### src/design/chs_pkg.sv
package chs_pkg;

    localparam int NUM_BUCKETS_DEF  = 64;
    localparam int BUCKET_DEPTH_DEF = 8;
    localparam int KEY_W            = 32;
    localparam int CNT_W            = 10;
    localparam int BKT_W            = 6;
    localparam int BCFG_W           = 7;

    localparam logic [2:0] ADDR_BUCKET_COUNT = 3'd0;

    localparam logic [1:0] OP_INSERT = 2'd0;
    localparam logic [1:0] OP_FIND   = 2'd1;
    localparam logic [1:0] OP_REMOVE = 2'd2;
    localparam logic [1:0] OP_CLEAR  = 2'd3;

    localparam logic [1:0] ST_OK        = 2'd0;
    localparam logic [1:0] ST_FULL      = 2'd1;
    localparam logic [1:0] ST_NOT_FOUND = 2'd2;
    localparam logic [1:0] ST_RANGE     = 2'd3;

    typedef struct packed {
        logic [1:0]        opcode;
        logic signed [31:0] key;
        logic [5:0]        bucket_index;
    } request_t;

    typedef struct packed {
        logic [1:0] status;
        logic       found;
        logic [5:0] hashed_bucket;
        logic [9:0] element_count;
    } result_t;

    // controller -> datapath
    typedef struct packed {
        logic load;      // latch request, start divider
        logic div_step;
        logic rd_fill;   // capture bucket fill
        logic rd_entry;  // issue read of scan pointer
        logic cmp;       // compare returned entry, advance pointer on a miss
        logic wr_insert;
        logic shift_rd;  // read entry ptr+1
        logic shift_wr;  // write entry ptr
        logic commit;    // update fill/total and emit
        logic wipe_start;
        logic wipe_step;
    } ctrl_t;

    // datapath -> controller
    typedef struct packed {
        logic div_done;
        logic is_clear;
        logic scan_end;
        logic hit;
        logic op_insert;
        logic op_remove;
        logic shift_end;
        logic wipe_end;
    } stat_t;

endpackage

### src/design/chs_ctrl.sv
module chs_ctrl
(
    input  logic           clk,
    input  logic           rst_n,
    input  logic           start,
    input  logic           wipe_req,
    input  chs_pkg::stat_t st,
    output chs_pkg::ctrl_t ctl,
    output logic           busy
);

    typedef enum logic [3:0] {
        S_IDLE, S_WIPE, S_DIV, S_FILL, S_RD, S_WAIT, S_CMP, S_INS, S_SRD, S_SWAIT,
        S_SWR, S_DONE
    } state_t;

    state_t state_reg, state_next;

    always_comb
    begin
        state_next = state_reg;
        ctl = '0;
        unique case (state_reg)
            S_IDLE:
            begin
                if (wipe_req)
                begin
                    ctl.wipe_start = 1'b1;
                    state_next = S_WIPE;
                end
                else if (start)
                begin
                    ctl.load = 1'b1;
                    state_next = S_DIV;
                end
            end
            S_WIPE:
            begin
                ctl.wipe_step = 1'b1;
                if (st.wipe_end)
                    state_next = S_IDLE;
            end
            S_DIV:
            begin
                if (st.is_clear)
                    state_next = S_FILL;
                else if (st.div_done)
                    state_next = S_FILL;
                else
                    ctl.div_step = 1'b1;
            end
            S_FILL:
            begin
                ctl.rd_fill = 1'b1;
                state_next = st.is_clear ? S_DONE : S_RD;
            end
            S_RD:
            begin
                if (st.scan_end)
                    state_next = S_INS;
                else
                begin
                    ctl.rd_entry = 1'b1;
                    state_next = S_WAIT;
                end
            end
            S_WAIT:  state_next = S_CMP;
            S_CMP:
            begin
                ctl.cmp = 1'b1;
                state_next = st.hit ? S_INS : S_RD;
            end
            S_INS:
            begin
                if (st.op_insert)
                begin
                    ctl.wr_insert = 1'b1;
                    state_next = S_DONE;
                end
                else if (st.op_remove && st.hit)
                    state_next = S_SRD;
                else
                    state_next = S_DONE;
            end
            S_SRD:
            begin
                if (st.shift_end)
                    state_next = S_DONE;
                else
                begin
                    ctl.shift_rd = 1'b1;
                    state_next = S_SWAIT;
                end
            end
            S_SWAIT: state_next = S_SWR;
            S_SWR:
            begin
                ctl.shift_wr = 1'b1;
                state_next = S_SRD;
            end
            S_DONE:
            begin
                ctl.commit = 1'b1;
                state_next = S_IDLE;
            end
            default: state_next = S_IDLE;
        endcase
    end

    always_ff @(posedge clk or negedge rst_n)
    begin
        if (!rst_n)
            state_reg <= S_WIPE;
        else
            state_reg <= state_next;
    end

    assign busy = (state_reg != S_IDLE) || wipe_req;

endmodule

### config.mk
export PLATFORM = sky130hd
export DESIGN_NAME = chs_ctrl
export DESIGN_NICKNAME = d
export VERILOG_FILES = /design/src/design/chs_pkg.sv /design/src/design/chs_ctrl.sv
export SDC_FILE = /design/constraint.sdc
export NUM_CORES = 1
export LEC_CHECK = 0
export BUFFER_PORTS_ARGS = -buffer_cell sky130_fd_sc_hd__buf_2
export CORE_AREA = 2 2 39 41
export CTS_CLUSTER_SIZE = 30
export DETAILED_ROUTE_END_ITERATION = 8
export DIE_AREA = 0 0 41 43
export PLACE_DENSITY = 0.67
export SLEW_MARGIN = 20
export SYNTH_ARGS = -nofsm -noshare
export SYNTH_HDL_FRONTEND = slang
export SYNTH_SLANG_ARGS = --single-unit
export TNS_END_PERCENT = 50
### constraint.sdc
create_clock -name clk -period 1.18 [get_ports clk]
set_input_delay 0.236 -clock clk [delete_from_list [all_inputs] [get_ports clk]]
set_output_delay 0.236 -clock clk [all_outputs]
set_load 0.005 [all_outputs]
==> results of run 1 <==
## worst paths after layout
kind | cells after the start | slack [ps] | endpoint
worst max-delay path | 3 | -390 | ctl[9]
worst min-delay path | 2 | 170 | state_reg[0]$_DFFE_PN1P_
worst max register to register | 6 | -290 | state_reg[0]$_DFFE_PN1P_
worst min register to register | 2 | 630 | state_reg[3]$_DFFE_PN0P_
max in group asynchronous | 2 | 650 | state_reg[0]$_DFFE_PN1P_
min in group asynchronous | 2 | 320 | state_reg[2]$_DFFE_PN0P_
## worst register-to-register path, delay by kind of cell, from the launching register on
family	cells	cell delay, ps
AOI/OAI and AO/OA	2	510
DFF	1	390
and+or+nand+nor	3	370
buffers and inverters	1	130
## what timing repair did
item	CTS	global route
gates resized for setup	14	15
setup endpoints to repair	14	14
endpoints found under the hold margin	4	0
pin swaps	7	6
hold buffers	1	0
setup buffers	2	7
## power by group
group | leakage [uW] | internal, uW | total [uW] | switching (uW)
sequential | 0.0000483 | 220 | 320 | 101
clock | 0.0000150 | 128 | 195 | 67.3
combinational | 0.000354 | 874 | 1680 | 802
## cells by family (layout without fill, tap and decap cells)
group | after synthesis | in the layout | synth area share, %
simple gates | 35 | 35 | 46.77
compound gates | 12 | 12 | 19.41
buf+inv | 6 | 49 | 7.647
flops | 4 | 4 | 23.82
mux | 1 | 1 | 2.353
## cell type report
cell class / instances / area (sq um)
sequential: 4 / 102.6
timing repair buffer: 43 / 294.0
inverter: 2 / 7.507
tap: 16 / 20.02
multi-input combinational: 48 / 395.4
clock buffer: 4 / 26.28
fill: 135 / 538.0
## layout by cell type (no fill, tap or decap), types with 2 or more instances in the layout
cell type  count
nand2b_4       3
buf_4         12
buf_6          7
nand2_4        2
clkbuf_4       3
inv_1          2
o21ai_0        2
a21oi_1        4
nor2_1         6
and3_1         3
nand3_1        2
buf_2         23
nor4_4         2
nand2_1        5
dfrtp_1        2
nor2_2         2
nor2_4         4
## per-layer routing
layer  part of all wire [%]  track usage (%)  vias up
met5                      0                0        -
met3                    4.6            1.571        6
met4                    2.9            8.000        0
li1                       -                -      292
met2                     50            25.31       16
met1                     43            20.78      278
## metrics by stage
| stage | TNS [ps] | instances | total power [uW] | utilization, % | setup slack [ps] |
|---|---|---|---|---|---|
| finish | -4236 | 117 | 2191 | 61.12 | -393.4 |
| global route | -5012 | 117 | 2336 | 61.12 | -440.3 |
| CTS | -3946 | 110 | 1781 | 52.35 | -401.7 |
| detailed placement | -1418 | 103 | 1358 | 44.57 | -158.9 |
| global placement | -1270 | 103 | 1352 | 44.57 | -160.8 |
| floorplan | -234.0 | 58 | 977.1 | - | -78.73 |
==> metrics, run 1 <==
clock buffer depth=2; total number of vias=between 500 and 600; Die Area=1763 sq um; CP startpoint=state_reg[2]$_DFFE_PN0P_; placed inst area=616.8 sq um; CP Data Required Time=940 ps; htree depth=1; TritonCTS clock tree=built; Post-synth EDFFs=0; worst hold slack=around 170 ps; max_slew headroom=around 76%; GPL Wtd Cong=approximately 0.85; failing checks=setup timing; Worst VDD drop=between 1 and 1.5 mV; vias per cell=a little over 5; # setup viols final=14; synthesized area=between 400 and 500 sq um; Die Wd=just over 40 um; drt pass-1 iters=4; worst setup margin=-393.4 ps; CP startpoint kind=register; core area=between 1000 and 1500 sq um; drt wl/cell=roughly 13 um; P per Cell Area=2591 nW/um^2; antenna-violating nets left=0; kind of critical path=register to output port; outcome=complete, but fails checks; Critical Path Fanout Max=4; number of max-slew violations in the final report=0; first-pass GRT wire length=between 1.5 and 2 mm; CTS Buf Count=3; share of cells above drive strength 1=65.35%; Crit path buffers/inverters=1; FF+latch count, synth=4; P_leak=about 0.00042 uW; crit-path max cell delay=roughly 400 ps; row cnt=14; synth unique cells=27; DRC viols=0; I/O Buffers=23; Synth Flop Type=dfrtp_1; count of final hold-check violations=0; Initial DRC Count=4; Syn-to-layout area delta=98.82%; CTS root buf=clkbuf_4; GRT Total Usage=between 10% and 20%; Reg2Reg Launch Point=state_reg[2]$_DFFE_PN0P_; CP arrival=1340 ps; crit path time final=1573 ps; Worst Skew=~3 ps; final WL=roughly 1.5 mm; share of the synthesized area in the top cell type=roughly 18%; initial antenna violation count=0; Crit-path slowest cell=dfrtp_1; clock latency at the later pin of the worst-skew pair=roughly 240 ps; Tcrit/Tclk final=133.3%; Hold Startpoint=st[0]; # diodes=0; Syn Inst Count=58; clock-pin slew on the worst setup and hold paths=~40 ps; Die Ht=43 um; sequential area share after synthesis=23.82%; Finished Cell Area=about 850 sq um; unrepaired setup endpoints after global routing=true; largest net degree at the start of global routing=14; post-synthesis average cell area=approximately 7.3 sq um; top cells by count, synth=nor2_1 (11), nand2_1 (7), a21oi_1 (4), nand2b_1 (4); synth warn=0; Max Cap Viol=0; Hold Crit Class=primary input to register; worst path cell trace=or2_4, nor4_4, buf_2; critical path endpoint category=output port; Post-DP HPWL=roughly 930 um; Post-synth ARST share=100.0%; gr ovfl total=0; Top Ports=24; Initial Util=30.74%; dominant cell by count in the synthesized netlist=nor2_1; syn_nets=70; Largest delay share family, worst path=simple AND/OR/NAND/NOR gates; Synth area leader=dfrtp_1; Worst-Margin Slew=roughly 350 ps; CTS sink count=4; Area contributors post-synth=dfrtp_1 (18%), nor2_1 (9.7%), dfstp_2 (6.2%); vias in the first global route=around 480; number of flip-flops in the largest register=4; Layout Nets=between 100 and 150; Peak Freq=about 0.64 GHz
Power figures use the tool's default switching activity.
==> run 2, diff against run 1 <==
Settings changed: CELL_PAD_IN_SITES_DETAIL_PLACEMENT set to 1, CELL_PAD_IN_SITES_GLOBAL_PLACEMENT set to 1, CORE_AREA 2 2 39 41 to not set, CORE_MARGIN set to 2, CORE_UTILIZATION set to 25, DIE_AREA 0 0 41 43 to not set, PLACE_DENSITY 0.67 to not set, PLACE_DENSITY_LB_ADDON set to 0.08.
==> run 2 against run 1 <==
  * Utilization shrank 6.8 points
  * Sequential cell count is the same
  * The flow still finishes with violations (setup timing)
  * Power shrank 1.7%
  * Via count shrank 0.68%
  * Combinational power is essentially flat
  * Critical endpoint is now state_reg[1]$_DFFE_PN0P_
  * Final cell count grew 0.85%
  * Sequential power is essentially flat
  * Largest cell class unchanged
  * Critical path depth grew 3
==> metrics, run 2 (synthesis results as in run 1) <==
Peak Freq=0.6466 GHz (+1.7%); CP arrival=1660 ps (+320 ps); failing checks=setup timing; drt wl/cell=13.22 um (+0.38%); Die Wd=45.25 um (+10%); kind of critical path=register to register; antenna-violating nets left=0 (unchanged); number of max-slew violations in the final report=0 (unchanged); Tcrit/Tclk final=131.1% (-2.3 points); Post-DP HPWL=1.069 mm (+15%); Placed Cells=104 (+0.97%); Syn-to-layout area delta=99.12%; Die Ht=45.25 um (+5.2%); drt pass-1 iters=4 (unchanged); CP startpoint kind=register; first-pass GRT wire length=2.477 mm (+26%); total number of vias=588 (-0.68%); outcome=complete, but fails checks; final WL=1.560 mm (+1.2%); critical path endpoint category=register; unrepaired setup endpoints after global routing=true; # diodes=0 (unchanged); P_leak=0.0004169 uW (-0.20%); Max Cap Viol=0 (unchanged); largest net degree at the start of global routing=14 (unchanged); CP Data Required Time=1290 ps (+350 ps); GRT Total Usage=17.02% (+0.91 points); FILL cells=209 (+55%); worst setup margin=-366.5 ps (+26.88 ps); gr ovfl total=0 (unchanged); vias per cell=4.983 (-1.5%); CTS root buf=clkbuf_4; Layout Cells excl Fill=118 (+0.85%); Initial DRC Count=2 (-2); final design utilization=54.33% (-6.8 points); count of final hold-check violations=0 (unchanged); initial antenna violation count=0 (unchanged); Worst-Margin Slew=316.9 ps (-36.22 ps); row cnt=14 (unchanged); vias in the first global route=567 (+19%); Layout Nets=115 (+0.88%); clock latency at the later pin of the worst-skew pair=240 ps (about the same); Multi-input gate area=386.6 sq um (-2.2%); I/O Buffers=23 (unchanged); Setup TNS Final=-4386 ps (-149.7 ps); number of flip-flops in the largest register=4 (unchanged); pre-CTS WS=-207.4 ps (-48.47 ps); Die Area=2048 sq um (+16%); TritonCTS clock tree=built; Finished Cell Area=847.1 sq um (+0.15%); P per Cell Area=2544 nW/um^2 (-1.8%); DRC viols=0 (unchanged); crit path time final=1547 ps (-26.88 ps); CTS sink count=4 (unchanged); storage element area=102.6 sq um (unchanged); Worst VDD drop=1.170 mV (-17%); placed inst area=624.3 sq um (+1.2%); htree depth=1 (unchanged); most frequent cells in the layout=buf_2 (22), buf_4 (14), buf_6 (7); Hold Crit Class=primary input to register; GPL Wtd Cong=0.7547 (-11%); clock buffer depth=2 (unchanged); core area=1559 sq um (+13%); Worst Skew=3.786 ps (+0.8416 ps); Initial Util=27.29% (-3.5 points); clock-pin slew on the worst setup and hold paths=40 ps (about the same); share of cells above drive strength 1=67.65% (+2.3 points); CTS Buf Count=3 (unchanged); Top Ports=24 (unchanged); commonest non-fill, non-tap cell in the layout=buf_2; # setup viols final=14 (unchanged); max_slew headroom=78.83% (+2.4 points); Critical Path Fanout Max=5 (+1)
## run 2: path summary, 6_finish.rpt
kind                                               start                        to  slack, ps  depth (start not counted)
worst max-delay path            state_reg[0]$_DFFE_PN1P_  state_reg[1]$_DFFE_PN0P_       -370                          6
worst min-delay path                               st[0]  state_reg[0]$_DFFE_PN1P_        160                          2
worst max register to register  state_reg[0]$_DFFE_PN1P_  state_reg[1]$_DFFE_PN0P_       -370                          6
worst min register to register  state_reg[0]$_DFFE_PN1P_  state_reg[2]$_DFFE_PN0P_        680                          3
max in group asynchronous                          rst_n  state_reg[0]$_DFFE_PN1P_        640                          2
min in group asynchronous                          rst_n  state_reg[2]$_DFFE_PN0P_        330                          2
## run 2: repair_timing
item                                    4_1_cts  5_1_grt
resized for setup                            13       15
endpoints found under the hold margin         4        0
pin swaps                                     7        3
buffers inserted                              3        6
endpoints found under the setup margin       14       16
hold buffers                                  1        0
## run 2: layout make-up
| type | count | area share, % |
|---|---|---|
| Sequential cell | 4 | 12.11 |
| Multi-Input combinational cell | 48 | 45.64 |
| Clock buffer | 4 | 3.102 |
| Timing Repair Buffer | 44 | 35.89 |
| Inverter | 2 | 0.8863 |
| Tap cell | 16 | 2.363 |
## run 2: worst max-delay path, stage by stage, from the launching register on
cell,delay (ps)
dfstp_2,590
buf_6,120
and3_1,150
nand3_1,80
and4b_1,210
a31oi_1,190
o21bai_1,80
## run 2: metal layers
layer | GRT usage [%] | vias up | wire length, um | share of wire [%]
met1 | 24.57 | 277 | 737 | 47
li1 | - | 292 | - | -
met3 | 2.400 | 2 | 53 | 3.4
met5 | 0 | - | 0 | 0
met4 | 8.824 | 0 | 17 | 1.1
met2 | 24.29 | 17 | 752 | 48
## run 2: power breakdown
part           leakage [uW]  internal [uW]  switching [uW]
combinational      0.000354            881             764
sequential        0.0000483            220             103
clock             0.0000150            127            59.2
total              0.000417           1230             926
## run 2: stage by stage
step	total power (uW)	hold slack, ps
global route	2343	154.7
floorplan	977.1	-59.59
finish	2155	164.4
global placement	1413	42.82
detailed placement	1416	43.03
CTS	1841	161.0
